**src/hdl/bcdu_pkg.sv**
```systemverilog
// Package for the BCD calendar to Unix seconds unit.
// Holds the field widths, the calendar constants, the month table and the
// pipeline stage payload types. No dependencies.
`default_nettype none

package bcdu_pkg;

   // Field widths of one reading and of one result
   localparam int YearBcdWidth   = 8;
   localparam int MonthBcdWidth  = 5;
   localparam int DayBcdWidth    = 6;
   localparam int HourBcdWidth   = 6;
   localparam int MinuteBcdWidth = 7;
   localparam int SecondBcdWidth = 7;
   localparam int ReqDataWidth   = 40;
   localparam int SecondsWidth   = 32;

   // Calendar constants
   localparam logic [15:0] EpochTo2000Days = 16'd10957;
   localparam logic [16:0] SecondsPerDay   = 17'd86400;
   localparam logic [11:0] SecondsPerHour  = 12'd3600;
   localparam logic [5:0]  SecondsPerMin   = 6'd60;
   localparam logic [8:0]  DaysPerYear     = 9'd365;

   // Decoded reading, first stage register
   typedef struct packed {
      logic [6:0] year;
      logic [3:0] month;
      logic [4:0] day;
      logic [4:0] hour;
      logic [5:0] minute;
      logic [5:0] second;
      logic       bad;
   } decoded_type;

   // Day count and time of day, second stage register
   typedef struct packed {
      logic [15:0] days;
      logic [16:0] day_secs;
      logic        bad;
   } partial_type;

   // Days before the first of a month in a common year
   function automatic logic [8:0] days_before_month(input logic [3:0] month);
      logic [8:0] d;
      unique case (month)
         4'd2:    d = 9'd31;
         4'd3:    d = 9'd59;
         4'd4:    d = 9'd90;
         4'd5:    d = 9'd120;
         4'd6:    d = 9'd151;
         4'd7:    d = 9'd181;
         4'd8:    d = 9'd212;
         4'd9:    d = 9'd243;
         4'd10:   d = 9'd273;
         4'd11:   d = 9'd304;
         4'd12:   d = 9'd334;
         default: d = 9'd0;
      endcase
      return d;
   endfunction

   // Two BCD digits to binary; top nibble may be narrower than four bits
   function automatic logic [7:0] bcd_to_bin(input logic [3:0] hi, input logic [3:0] lo);
      return 8'({4'd0, hi} * 8'd10) + {4'd0, lo};
   endfunction

endpackage : bcdu_pkg

`default_nettype wire

```
**src/hdl/bcd_calendar_to_unix_seconds_unit.sv**
```systemverilog
// BCD calendar to Unix seconds: top level, a three-stage pipeline; depends on bcdu_pkg.
// Stages: BCD decode and range check, day count and time of day, day multiply and time-of-day add.
// Registers: 3 register stages, s1_ff, s2_ff and the result register, in that order.
// Throughput: one reading per cycle; the result register stalls the whole
// pipeline only while a valid result waits on rsp_tready.
// Reset: synchronous, active high; clears every stage valid bit.
`default_nettype none

module bcd_calendar_to_unix_seconds_unit
   import bcdu_pkg::*;
(
   input  wire                     clock,
   input  wire                     reset,
   // year[7:0], month[12:8], day[18:13], hour[24:19], minute[31:25],
   // second[38:32], zero pad [39]
   input  wire [ReqDataWidth-1:0]  req_tdata,
   input  wire                     req_tvalid,
   output logic                    req_tready,
   // unix_seconds[31:0]
   output logic [SecondsWidth-1:0] rsp_tdata,
   // bad_input[0]
   output logic                    rsp_tuser,
   output logic                    rsp_tvalid,
   input  wire                     rsp_tready
);

   logic                    advance;
   logic                    s1_valid_ff, s1_valid_in;
   decoded_type             s1_ff, s1_in;
   logic                    s2_valid_ff, s2_valid_in;
   partial_type             s2_ff, s2_in;
   logic                    out_valid_ff, out_valid_in;
   logic [SecondsWidth-1:0] out_secs_ff, out_secs_in;
   logic                    out_bad_ff, out_bad_in;

   logic [YearBcdWidth-1:0]   year_raw;
   logic [MonthBcdWidth-1:0]  month_raw;
   logic [DayBcdWidth-1:0]    day_raw;
   logic [HourBcdWidth-1:0]   hour_raw;
   logic [MinuteBcdWidth-1:0] minute_raw;
   logic [SecondBcdWidth-1:0] second_raw;
   logic [7:0] year_bin, month_bin, day_bin, hour_bin, minute_bin, second_bin;
   logic       digit_bad, range_bad;

   logic [15:0] year_days;
   logic [15:0] leap_days;
   logic        leap_extra;
   logic [16:0] hour_secs;
   logic [16:0] min_secs;
   logic [SecondsWidth-1:0] day_product;

   // Move every stage together whenever the result register can take data
   assign advance    = !out_valid_ff || rsp_tready;
   assign req_tready = advance;

   // Stage 1: split the fields, decode the digits, check the ranges
   always_comb begin
      year_raw   = req_tdata[7:0];
      month_raw  = req_tdata[12:8];
      day_raw    = req_tdata[18:13];
      hour_raw   = req_tdata[24:19];
      minute_raw = req_tdata[31:25];
      second_raw = req_tdata[38:32];

      digit_bad = (year_raw[7:4] > 4'd9) || (year_raw[3:0] > 4'd9) ||
                  (month_raw[3:0] > 4'd9) || (day_raw[3:0] > 4'd9) ||
                  (hour_raw[3:0] > 4'd9) || (minute_raw[3:0] > 4'd9) ||
                  (second_raw[3:0] > 4'd9);

      year_bin   = bcd_to_bin(year_raw[7:4], year_raw[3:0]);
      month_bin  = bcd_to_bin({3'd0, month_raw[4]}, month_raw[3:0]);
      day_bin    = bcd_to_bin({2'd0, day_raw[5:4]}, day_raw[3:0]);
      hour_bin   = bcd_to_bin({2'd0, hour_raw[5:4]}, hour_raw[3:0]);
      minute_bin = bcd_to_bin({1'b0, minute_raw[6:4]}, minute_raw[3:0]);
      second_bin = bcd_to_bin({1'b0, second_raw[6:4]}, second_raw[3:0]);

      range_bad = (year_bin > 8'd99) || (month_bin == 8'd0) || (month_bin > 8'd12) ||
                  (day_bin == 8'd0) || (day_bin > 8'd31) || (hour_bin > 8'd23) ||
                  (minute_bin > 8'd59) || (second_bin > 8'd59);

      s1_valid_in  = req_tvalid;
      s1_in.year   = year_bin[6:0];
      s1_in.month  = month_bin[3:0];
      s1_in.day    = day_bin[4:0];
      s1_in.hour   = hour_bin[4:0];
      s1_in.minute = minute_bin[5:0];
      s1_in.second = second_bin[5:0];
      s1_in.bad    = digit_bad || range_bad;
   end

   // Stage 2: whole days since the epoch and seconds into the day
   always_comb begin
      year_days  = 16'(s1_ff.year) * 16'(DaysPerYear);
      leap_days  = 16'((8'({1'b0, s1_ff.year}) + 8'd3) >> 2);
      leap_extra = (s1_ff.year[1:0] == 2'd0) && (s1_ff.month > 4'd2);
      hour_secs  = 17'(s1_ff.hour) * 17'(SecondsPerHour);
      min_secs   = 17'(s1_ff.minute) * 17'(SecondsPerMin);

      s2_valid_in    = s1_valid_ff;
      s2_in.days     = EpochTo2000Days + year_days + leap_days +
                       16'(days_before_month(s1_ff.month)) + 16'(leap_extra) +
                       16'(s1_ff.day) - 16'd1;
      s2_in.day_secs = hour_secs + min_secs + 17'(s1_ff.second);
      s2_in.bad      = s1_ff.bad;
   end

   // Stage 3: scale the day count and add the time of day; zero on bad input
   always_comb begin
      day_product  = SecondsWidth'(s2_ff.days) * SecondsWidth'(SecondsPerDay);
      out_valid_in = s2_valid_ff;
      out_bad_in   = s2_ff.bad;
      out_secs_in  = s2_ff.bad ? '0 : day_product + SecondsWidth'(s2_ff.day_secs);
   end

   // Clear valid bits under reset, advance all stages together
   always_ff @(posedge clock) begin
      if (reset) begin
         s1_valid_ff  <= 1'b0;
         s2_valid_ff  <= 1'b0;
         out_valid_ff <= 1'b0;
      end else if (advance) begin
         s1_valid_ff  <= s1_valid_in;
         s2_valid_ff  <= s2_valid_in;
         out_valid_ff <= out_valid_in;
      end
   end

   // Payload registers need no reset
   always_ff @(posedge clock) begin
      if (advance) begin
         s1_ff       <= s1_in;
         s2_ff       <= s2_in;
         out_secs_ff <= out_secs_in;
         out_bad_ff  <= out_bad_in;
      end
   end

   assign rsp_tvalid = out_valid_ff;
   assign rsp_tdata  = out_secs_ff;
   assign rsp_tuser  = out_bad_ff;

`ifndef SYNTHESIS
   // A flagged result carries a zero timestamp
   assert property (@(posedge clock) disable iff (reset)
      rsp_tvalid && rsp_tuser |-> rsp_tdata == '0)
      else $error("bad result with non-zero timestamp");

   // A good result lies within 2000-01-01 .. 2099-12-31 23:59:59
   assert property (@(posedge clock) disable iff (reset)
      rsp_tvalid && !rsp_tuser |->
         (rsp_tdata >= 32'd946684800) && (rsp_tdata <= 32'd4102444799))
      else $error("timestamp outside the covered century");

   // An accepted reading enters the first stage
   assert property (@(posedge clock) disable iff (reset)
      req_tvalid && req_tready |=> s1_valid_ff)
      else $error("accepted reading lost at stage one");

   // A stall freezes the inner stages
   assert property (@(posedge clock) disable iff (reset)
      !advance |=> $stable(s1_valid_ff) && $stable(s2_valid_ff))
      else $error("pipeline moved during a stall");

   // A stage-two item reaches the result register on the next advance
   assert property (@(posedge clock) disable iff (reset)
      s2_valid_ff && advance |=> out_valid_ff)
      else $error("stage two item dropped");
`endif

endmodule : bcd_calendar_to_unix_seconds_unit

`default_nettype wire
```
**config.mk**
```make
export PLATFORM = sky130hd
export DESIGN_NAME = bcd_calendar_to_unix_seconds_unit
export DESIGN_NICKNAME = d
export VERILOG_FILES = /design/src/hdl/bcdu_pkg.sv /design/src/hdl/bcd_calendar_to_unix_seconds_unit.sv
export SDC_FILE = /design/constraint.sdc
export NUM_CORES = 1
export LEC_CHECK = 0
export CAP_MARGIN = 30
export CELL_PAD_IN_SITES_DETAIL_PLACEMENT = 1
export CELL_PAD_IN_SITES_GLOBAL_PLACEMENT = 1
export CORE_ASPECT_RATIO = 1.1
export CORE_UTILIZATION = 41
export CTS_CLUSTER_SIZE = 24
export DETAILED_ROUTE_END_ITERATION = 8
export DONT_BUFFER_PORTS = 1
export PLACE_DENSITY_LB_ADDON = 0.1
export SETUP_SLACK_MARGIN = 0.1
export SYNTH_ARGS = -nofsm -noshare
export SYNTH_HDL_FRONTEND = slang
export SYNTH_SLANG_ARGS = --single-unit
```
**constraint.sdc**
```tcl
create_clock -name clock -period 6.6 [get_ports clock]
set_input_delay 0.33 -clock clock [delete_from_list [all_inputs] [get_ports clock]]
set_output_delay 0.33 -clock clock [all_outputs]
set_load 0.02 [all_outputs]
```
* Word level (Yosys, flattened, before mapping)
Memory sizes are Yosys's and may differ from the RTL's. A register that Yosys moved wholly into a read port is not among the register bits. Index checks and enable logic that the tools add are counted. Widths: inputs -> output; s select.
Word-level totals: register bits 104, latch bits 0, bits in writable memories 0, bits in read-only memories 144, bits of input ports 44, output and inout port bits 35, logic and storage cells 77, memories 1
Operators by class: $add $sub $neg 16, $mul 10, div/mod/pow operators 0, $lt $le $gt $ge 14, equal/unequal tests 0, shift operators 0, mux-type cells 1, bitwise operators 0, reduce and logical (&&, ||, !) cells 20
Memories:
- (no name shown) | words 16, bits a word 9, read ports 1, clocked after Yosys merged registers in 1, write ports 0, line bcdu_pkg.sv:46 | unique case (month)
Operators by type and width (number):
- $add 32x17->32 | 1
- $gt 4x4->1 const B | 7
- $mul 16x10->25 const B | 1
- $add 17x12->17 | 1
- $add 17x6->17 | 1
- $add 14x16->16 const A | 1
- $add 16x1->16 | 1
- $add 16x5->16 | 1
- $add 16x6->16 | 1
- $add 16x9->16 | 1
- $add 7x4->8 | 2
- $gt 8x6->1 const B | 2
- $logic_not 8->1 | 2
- $mul 7x9->16 const B | 1
- $sub 16x1->16 const B | 1
- $logic_or 1x1->1 | 15
- $add 6x4->7 | 2
- $gt 7x5->1 const B | 2
- $mul 5x8->13 const B | 1
- $mul 3x3->6 const B | 2
- $mul 2x3->5 const B | 2
- $mul 6x4->10 const B | 1
- $add 7x2->8 const B | 1
- $add 8x4->8 | 1
- other kinds (10) | 10

* Depth between registers and ports, before layout
Gate-level depths: netlist (run 1).
depth after elaboration 11, gate-level depth with buffers 23, depth with buffers taken out 23

* Worst setup path before layout (run 1)
OpenSTA, ideal clock, no wires.
kind register to register, from reg out_valid_ff (netlist: rsp_tvalid), to reg with a tool-made name, setup time 131 ps, arrival time 5332 ps, required time 6469 ps, path slack 1137 ps, cell stages (with the launch flop) 8, path buffers 1, clock period less this slack 5463 ps, cells stage by stage dfxtp_1 -> nand2b_1 -> clkbuf_1 -> mux2i_1 -> inv_1 -> ha_1 -> nand2_1 -> o21ai_0
RTL lines:
- start, declared | line bcd_calendar_to_unix_seconds_unit.sv:32 | logic out_valid_ff, out_valid_in;
- start signal, assigned | line bcd_calendar_to_unix_seconds_unit.sv:124 | out_valid_ff <= out_valid_in;

==> reports/results.ini, run 1 <==
[routing]
vias = 8052
ant_nets = 0
drt_iter0_drc = 241
wl_per_cell_um = 16.1
dr.pass1.iters = 8
vias_per_cell = 5.20
drc = 8
drt_wl_total_um = 25000

[critical_path]
cp_slowest_cell = edfxtp_1
crit_path_end_kind = flop
start_kind = flop
cpMostUsedCell = fa_1
path_class = flop to flop
arrival_ns = 6.02
path_cells = inv_1 > ha_1 > nand2_1 > nand2_1 > and3_1 > fa_1 > inv_1 > fa_1 > inv_1 > fa_1 > fa_1 > fa_1 > ha_1 > a21oi_1 > o21bai_1 > a21oi_1 > nor2b_1 > o2111ai_1 > nand3_1 > o41ai_1 > xnor2_1
cpPeakStageDelay_ns = 0.53
crit_path_max_fanout = 6
cp.required_ns = 6.75

[synth]
synth_edf_count = 101
ys_warn_count = 0
synth_area_per_cell_um2 = 10.6
syn_inst = 1146
ys.flop_type = edfxtp_1
synth_area_um2 = 12200
seq_area_frac_synth_pct = 26.9
ys_ff_latch = 113
synth_cell_type_count = 73
syn_nets = 1520
async_flop_share_pct = 0

[clock_network]
cts-htree-levels = 4
clkSlewWorstSetupHoldPaths_ns = 0.06
clk_latency_ns = 0.41
cts.path.max_buffers = 2
post_cts_buffers = 0
cts_buffers = 17
tritoncts = yes
numClockSinks = 113
root_buffer = clkbuf_16

[place]
gp_congestion = 0.809
portBuffers = 0
dp_hpwl_um = 20500
dp_cells = 1510

[floorplanning]
die_area_um2 = 30300
rows = 65
ioPinCount = 79
initial_core_util_pct = 42.0
core_area_um2 = 29000
die_w_um = 166
fp.dieH_um = 183

[timing]
holdWs_ns = 0.0906
slew_headroom_pct = 47.1
finalCriticalPeriod_ns = 5.87
rsz0062_at_grt = no
max_freq_mhz = 170
fin_tns_setup_ns = 0
finalSetupViolCount = 0
finClkSkew_ns = 0.0104
finalCritPeriodShare_pct = 89.0
tightest_slew_ns = 0.793
hold_viol_final = 0
slew_violations = 0

[global_route]
grt_pass1_wl_um = 42600
grt_pass1_vias = 8773
grt_overflow_total = 0
antenna_found_initial = 0
grt_start_max_net_pins = 58
grt_usage_pct = 17.5

[outcome]
violations = DRC
status = finished with violations

[run]
drv_cap = 0

[finish]
layout_common_cells = ha_1 (243), inv_1 (184), edfxtp_1 (101), fa_1 (87), xnor2_1 (71)
diodes = 0
final_nets = 1542
layout_commonest_cell = ha_1
fin_cells = 1549
drive_above_1_share_pct = 5.08
area_growth_pct = 9.40

[worst_hold_path]
min_path_type = input pin to flop

-- routing by layer --
layer / track usage (%) / vias to the layer above / routed length (um)
met5: 0 / - / 0
met3: 2.91 / 18 / 695
met2: 33.3 / 100 / 12900
met4: 4.19 / 0 / 250
li1: - / 4025 / -
met1: 20.3 / 3909 / 11100
-- critical path: cells and delay by family (launching register included) --
kind	cells	cell delay, ns
AO/OA/AOI/OAI	5	1.09
XOR/XNOR	1	0.10
adder cells (fa/ha/maj)	7	3.05
buffers and inverters	3	0.29
flip-flops	1	0.53
AND/OR/NAND/NOR	5	0.56
-- synthesized netlist by cell type (9+ instances only) --
master	n	area (um2)
ha_1	243	3040
inv_1	184	691
edfxtp_1	101	3030
fa_1	87	1740
xnor2_1	71	622
nor2_1	61	229
a21oi_1	55	275
nand2_1	34	128
o21ai_0	34	170
a21o_1	25	188
nor2b_1	24	150
xor2_1	24	210
nor3_1	17	85.1
dfxtp_1	12	240
nand3_1	12	60.1
o21bai_1	12	90.1
nand4_1	11	68.8
a211oi_1	9	67.6
-- layout make-up --
| cell class | instances | area [um2] |
|---|---|---|
| multi-input combinational | 840 | 8120 |
| clock buffer | 23 | 488 |
| tap | 368 | 460 |
| sequential | 113 | 3270 |
| timing repair buffer | 12 | 108 |
| clock inverter | 9 | 155 |
| fill | 3176 | 15700 |
| inverter | 184 | 691 |
-- what timing repair did --
item	in CTS	in global routing
resized for setup	0	0
hold buffers	7	0
hold endpoints to repair	9	0
-- cell families after synthesis --
kind of cell / after synthesis / synth area share [%]
buffers and inverters: 193 / 6.31
flip-flops: 113 / 26.9
adder cells (fa/ha/maj): 330 / 39.4
multiplexers: 7 / 0.597
AND/OR/NAND/NOR: 214 / 9.28
AO/OA/AOI/OAI: 194 / 10.7
XOR/XNOR: 95 / 6.85
-- sequential cells by signal, summed over array words and instances (netlist names), named ones only --
| signal | cells |
|---|---|
| out_bad_in | 1 |
| out_valid_in | 1 |
| rsp_tdata | 32 |
| rsp_tuser | 1 |
| rsp_tvalid | 1 |
| s1_ff | 34 |
| s1_valid_ff | 1 |
| s2_ff | 33 |
-- final timing paths --
path                    from     endpoint  slack, ns  cells past startpoint
hold / removal    req_tvalid  s1_valid_ff       0.09                      2
setup / recovery   s1_ff[28]    s2_ff[32]       0.73                     21
hold reg to reg     s1_ff[1]     s2_ff[1]       0.42                      0
setup reg to reg   s1_ff[28]    s2_ff[32]       0.73                     21
-- stage by stage --
| step | util (%) | worst slack, ns | area (um2) |
|---|---|---|---|
| 6_report | 45.9 | 0.729 | 13300 |
| 5_1_grt | 45.9 | 0.306 | 13300 |
| 4_1_cts | 45.9 | 0.658 | 13300 |
| 3_5_place_dp | 43.5 | 0.669 | 12600 |
| 3_3_place_gp | 43.4 | 0.784 | 12600 |
| 2_1_floorplan | - | 1.14 | 12200 |
Power of run 1 is not shown: default switching activity piles up to over one toggle a cycle in this logic, so the estimate is an artifact.
==> run 2: changes to the inputs <==
--- a/config.mk
+++ b/config.mk
@@ -14,6 +14,7 @@
 export DETAILED_ROUTE_END_ITERATION = 8
 export DONT_BUFFER_PORTS = 1
 export PLACE_DENSITY_LB_ADDON = 0.1
+export REMOVE_ABC_BUFFERS = 1
 export SETUP_SLACK_MARGIN = 0.1
 export SYNTH_ARGS = -nofsm -noshare
 export SYNTH_HDL_FRONTEND = slang
==> run 2 against run 1 <==
- the flow still finishes with violations (DRC)
- final area decreased by 0.21%
- critical path depth unchanged
- setup slack got worse by 0.11 ns
- via count decreased by 0.93%
- utilization decreased by 0.095 points
- sequential share of layout area increased by 0.051 points
- highest routed layer unchanged
==> reports/results.ini, run 2 (same netlist as run 1, synthesis figures left out) <==
[finish]
layout_common_cells = ha_1 (243), inv_1 (184), edfxtp_1 (101), fa_1 (87), xnor2_1 (71)
regMostFlops = s1_ff
fillers = 3171  ; -0.16%
fin_cells = 1548  ; -0.065%
final_util_pct = 45.8  ; -0.095 points
drive_above_1_share_pct = 4.92  ; -0.17 points
diodes = 0  ; unchanged
area_growth_pct = 9.17
layout_commonest_cell = ha_1
reg_top3 = s1_ff x34, s2_ff x33, rsp_tdata x32
final_nets = 1541  ; -0.065%
largest_reg_flops = 34  ; unchanged

[global_route]
antenna_found_initial = 0  ; unchanged
grt_usage_pct = 17.5  ; -0.031 points
grt_overflow_total = 0  ; unchanged
grt_pass1_wl_um = 42000  ; -1.4%
grt_pass1_vias = 8760  ; -0.15%
grt_start_max_net_pins = 58  ; unchanged

[timing]
fin_ws_ns = 0.618  ; -0.111 ns
hold_viol_final = 0  ; unchanged
finalSetupViolCount = 0  ; unchanged
max_freq_mhz = 167  ; -1.8%
slew_headroom_pct = 31.9  ; -15 points
finalCriticalPeriod_ns = 5.98  ; +0.111 ns
rsz0062_at_grt = no
finalCritPeriodShare_pct = 90.6  ; +1.7 points
finClkSkew_ns = 0.0118  ; +0.00148 ns
fin_tns_setup_ns = 0  ; unchanged
tightest_slew_ns = 1.01  ; +0.222 ns
slew_violations = 0  ; unchanged

[routing]
vias = 7977  ; -0.93%
drt_iter0_drc = 171  ; -29%
ant_nets = 0  ; unchanged
wl_met3_um = 675  ; -2.9%
met2_length_um = 13100  ; +1.4%
met1_length_um = 10800  ; -2.2%
wl_per_cell_um = 16.1  ; about the same
drt_wl_total_um = 24900  ; -0.15%
dr.pass1.iters = 6  ; -2
highest_layer = met4
drc = 6  ; -2
vias_per_cell = 5.15  ; -0.87%

[outcome]
status = finished with violations
violations = DRC

[place]
portBuffers = 0  ; unchanged
dp_hpwl_um = 20600  ; +0.82%
gp_congestion = 0.825  ; +2.1%
post-place-ws_ns = 0.656  ; -0.0127 ns
dp_cells = 1509  ; -0.066%

[clock_network]
tritoncts = yes
numClockSinks = 113  ; unchanged
cts_buffers = 17  ; unchanged
post_cts_buffers = 0  ; unchanged
cts-htree-levels = 4  ; unchanged
clkSlewWorstSetupHoldPaths_ns = 0.05  ; about the same
ctsResizeCount = 0  ; unchanged
root_buffer = clkbuf_16
clk_latency_ns = 0.43  ; +0.02 ns
cts.path.max_buffers = 2  ; unchanged

[floorplanning]
fp.dieH_um = 183  ; unchanged
die_area_um2 = 30300  ; unchanged
core_area_um2 = 29000  ; unchanged
die_w_um = 166  ; unchanged
rows = 65  ; unchanged
ioPinCount = 79  ; unchanged
initial_core_util_pct = 42.0  ; unchanged

[critical_path]
path_cells = inv_1 > ha_1 > nand2_1 > nand2_1 > and3_1 > fa_1 > inv_1 > fa_1 > inv_1 > fa_1 > fa_1 > fa_1 > ha_1 > a21oi_1 > o21bai_1 > a21oi_1 > nor2b_1 > o2111ai_1 > nand3_1 > o41ai_1 > xnor2_1
path_class = flop to flop
cp_slowest_cell = edfxtp_1
arrival_ns = 6.14  ; +0.12 ns
ff2ff_path_depth = 21  ; unchanged
crit_path_max_fanout = 6  ; unchanged
cp.required_ns = 6.76  ; about the same
cpPeakStageDelay_ns = 0.55  ; +0.02 ns
crit_path_end_kind = flop
cpMostUsedCell = fa_1
start_kind = flop

[worst_hold_path]
min_path_type = input pin to flop
hold_depth = 2  ; unchanged

[run]
drv_cap = 0  ; unchanged

[run 2: final cells by class]
class                   count  area [um2]  area share [%]
clock inverters            10         159            1.20
repair buffers             11         100           0.755
well taps                 368         460            3.47
clock buffers              22         464            3.50
inverters                 184         691            5.21
multi-input cells         840        8120            61.2
flip-flops and latches    113        3270            24.7
[run 2: final timing paths]
kind	from	to	slack (ns)
worst min register to register	s1_ff[2]	s2_ff[2]	0.42
worst max-delay path	s1_ff[28]	s2_ff[32]	0.62
worst min-delay path	req_tvalid	s1_valid_ff	0.07
worst max register to register	s1_ff[28]	s2_ff[32]	0.62
[run 2: metrics by stage]
| stage | cell area [um2] | hold WS, ns |
|---|---|---|
| final | 13300 | 0.0664 |
| after global routing | 13300 | 0.0897 |
| after CTS | 13300 | 0.0482 |
| after detailed placement | 12600 | 0.405 |
| after global placement | 12600 | 0.403 |
| after floorplan | 12100 | 0.399 |
[run 2: worst max-delay path, delay by kind of cell (launching register included)]
| family | cells | cell delay, ns |
|---|---|---|
| buffers and inverters | 3 | 0.29 |
| AO/OA/AOI/OAI | 5 | 1.07 |
| XOR/XNOR | 1 | 0.10 |
| AND/OR/NAND/NOR | 5 | 0.61 |
| flip-flops | 1 | 0.55 |
| adder cells (fa/ha/maj) | 7 | 3.10 |
[run 2: layer usage]
layer  global-route usage [%]  vias to the layer above
met2                     33.4                       89
met1                     19.6                     3855
met5                        0                        -
met4                     4.86                        0
met3                     3.32                       22
li1                         -                     4011
[run 2: repair_timing]
action / CTS / global route
hold buffers: 7 / 0
endpoints found under the hold margin: 9 / 0
endpoints found under the setup margin: 0 / 0
Power of run 2 is left out for the same reason.
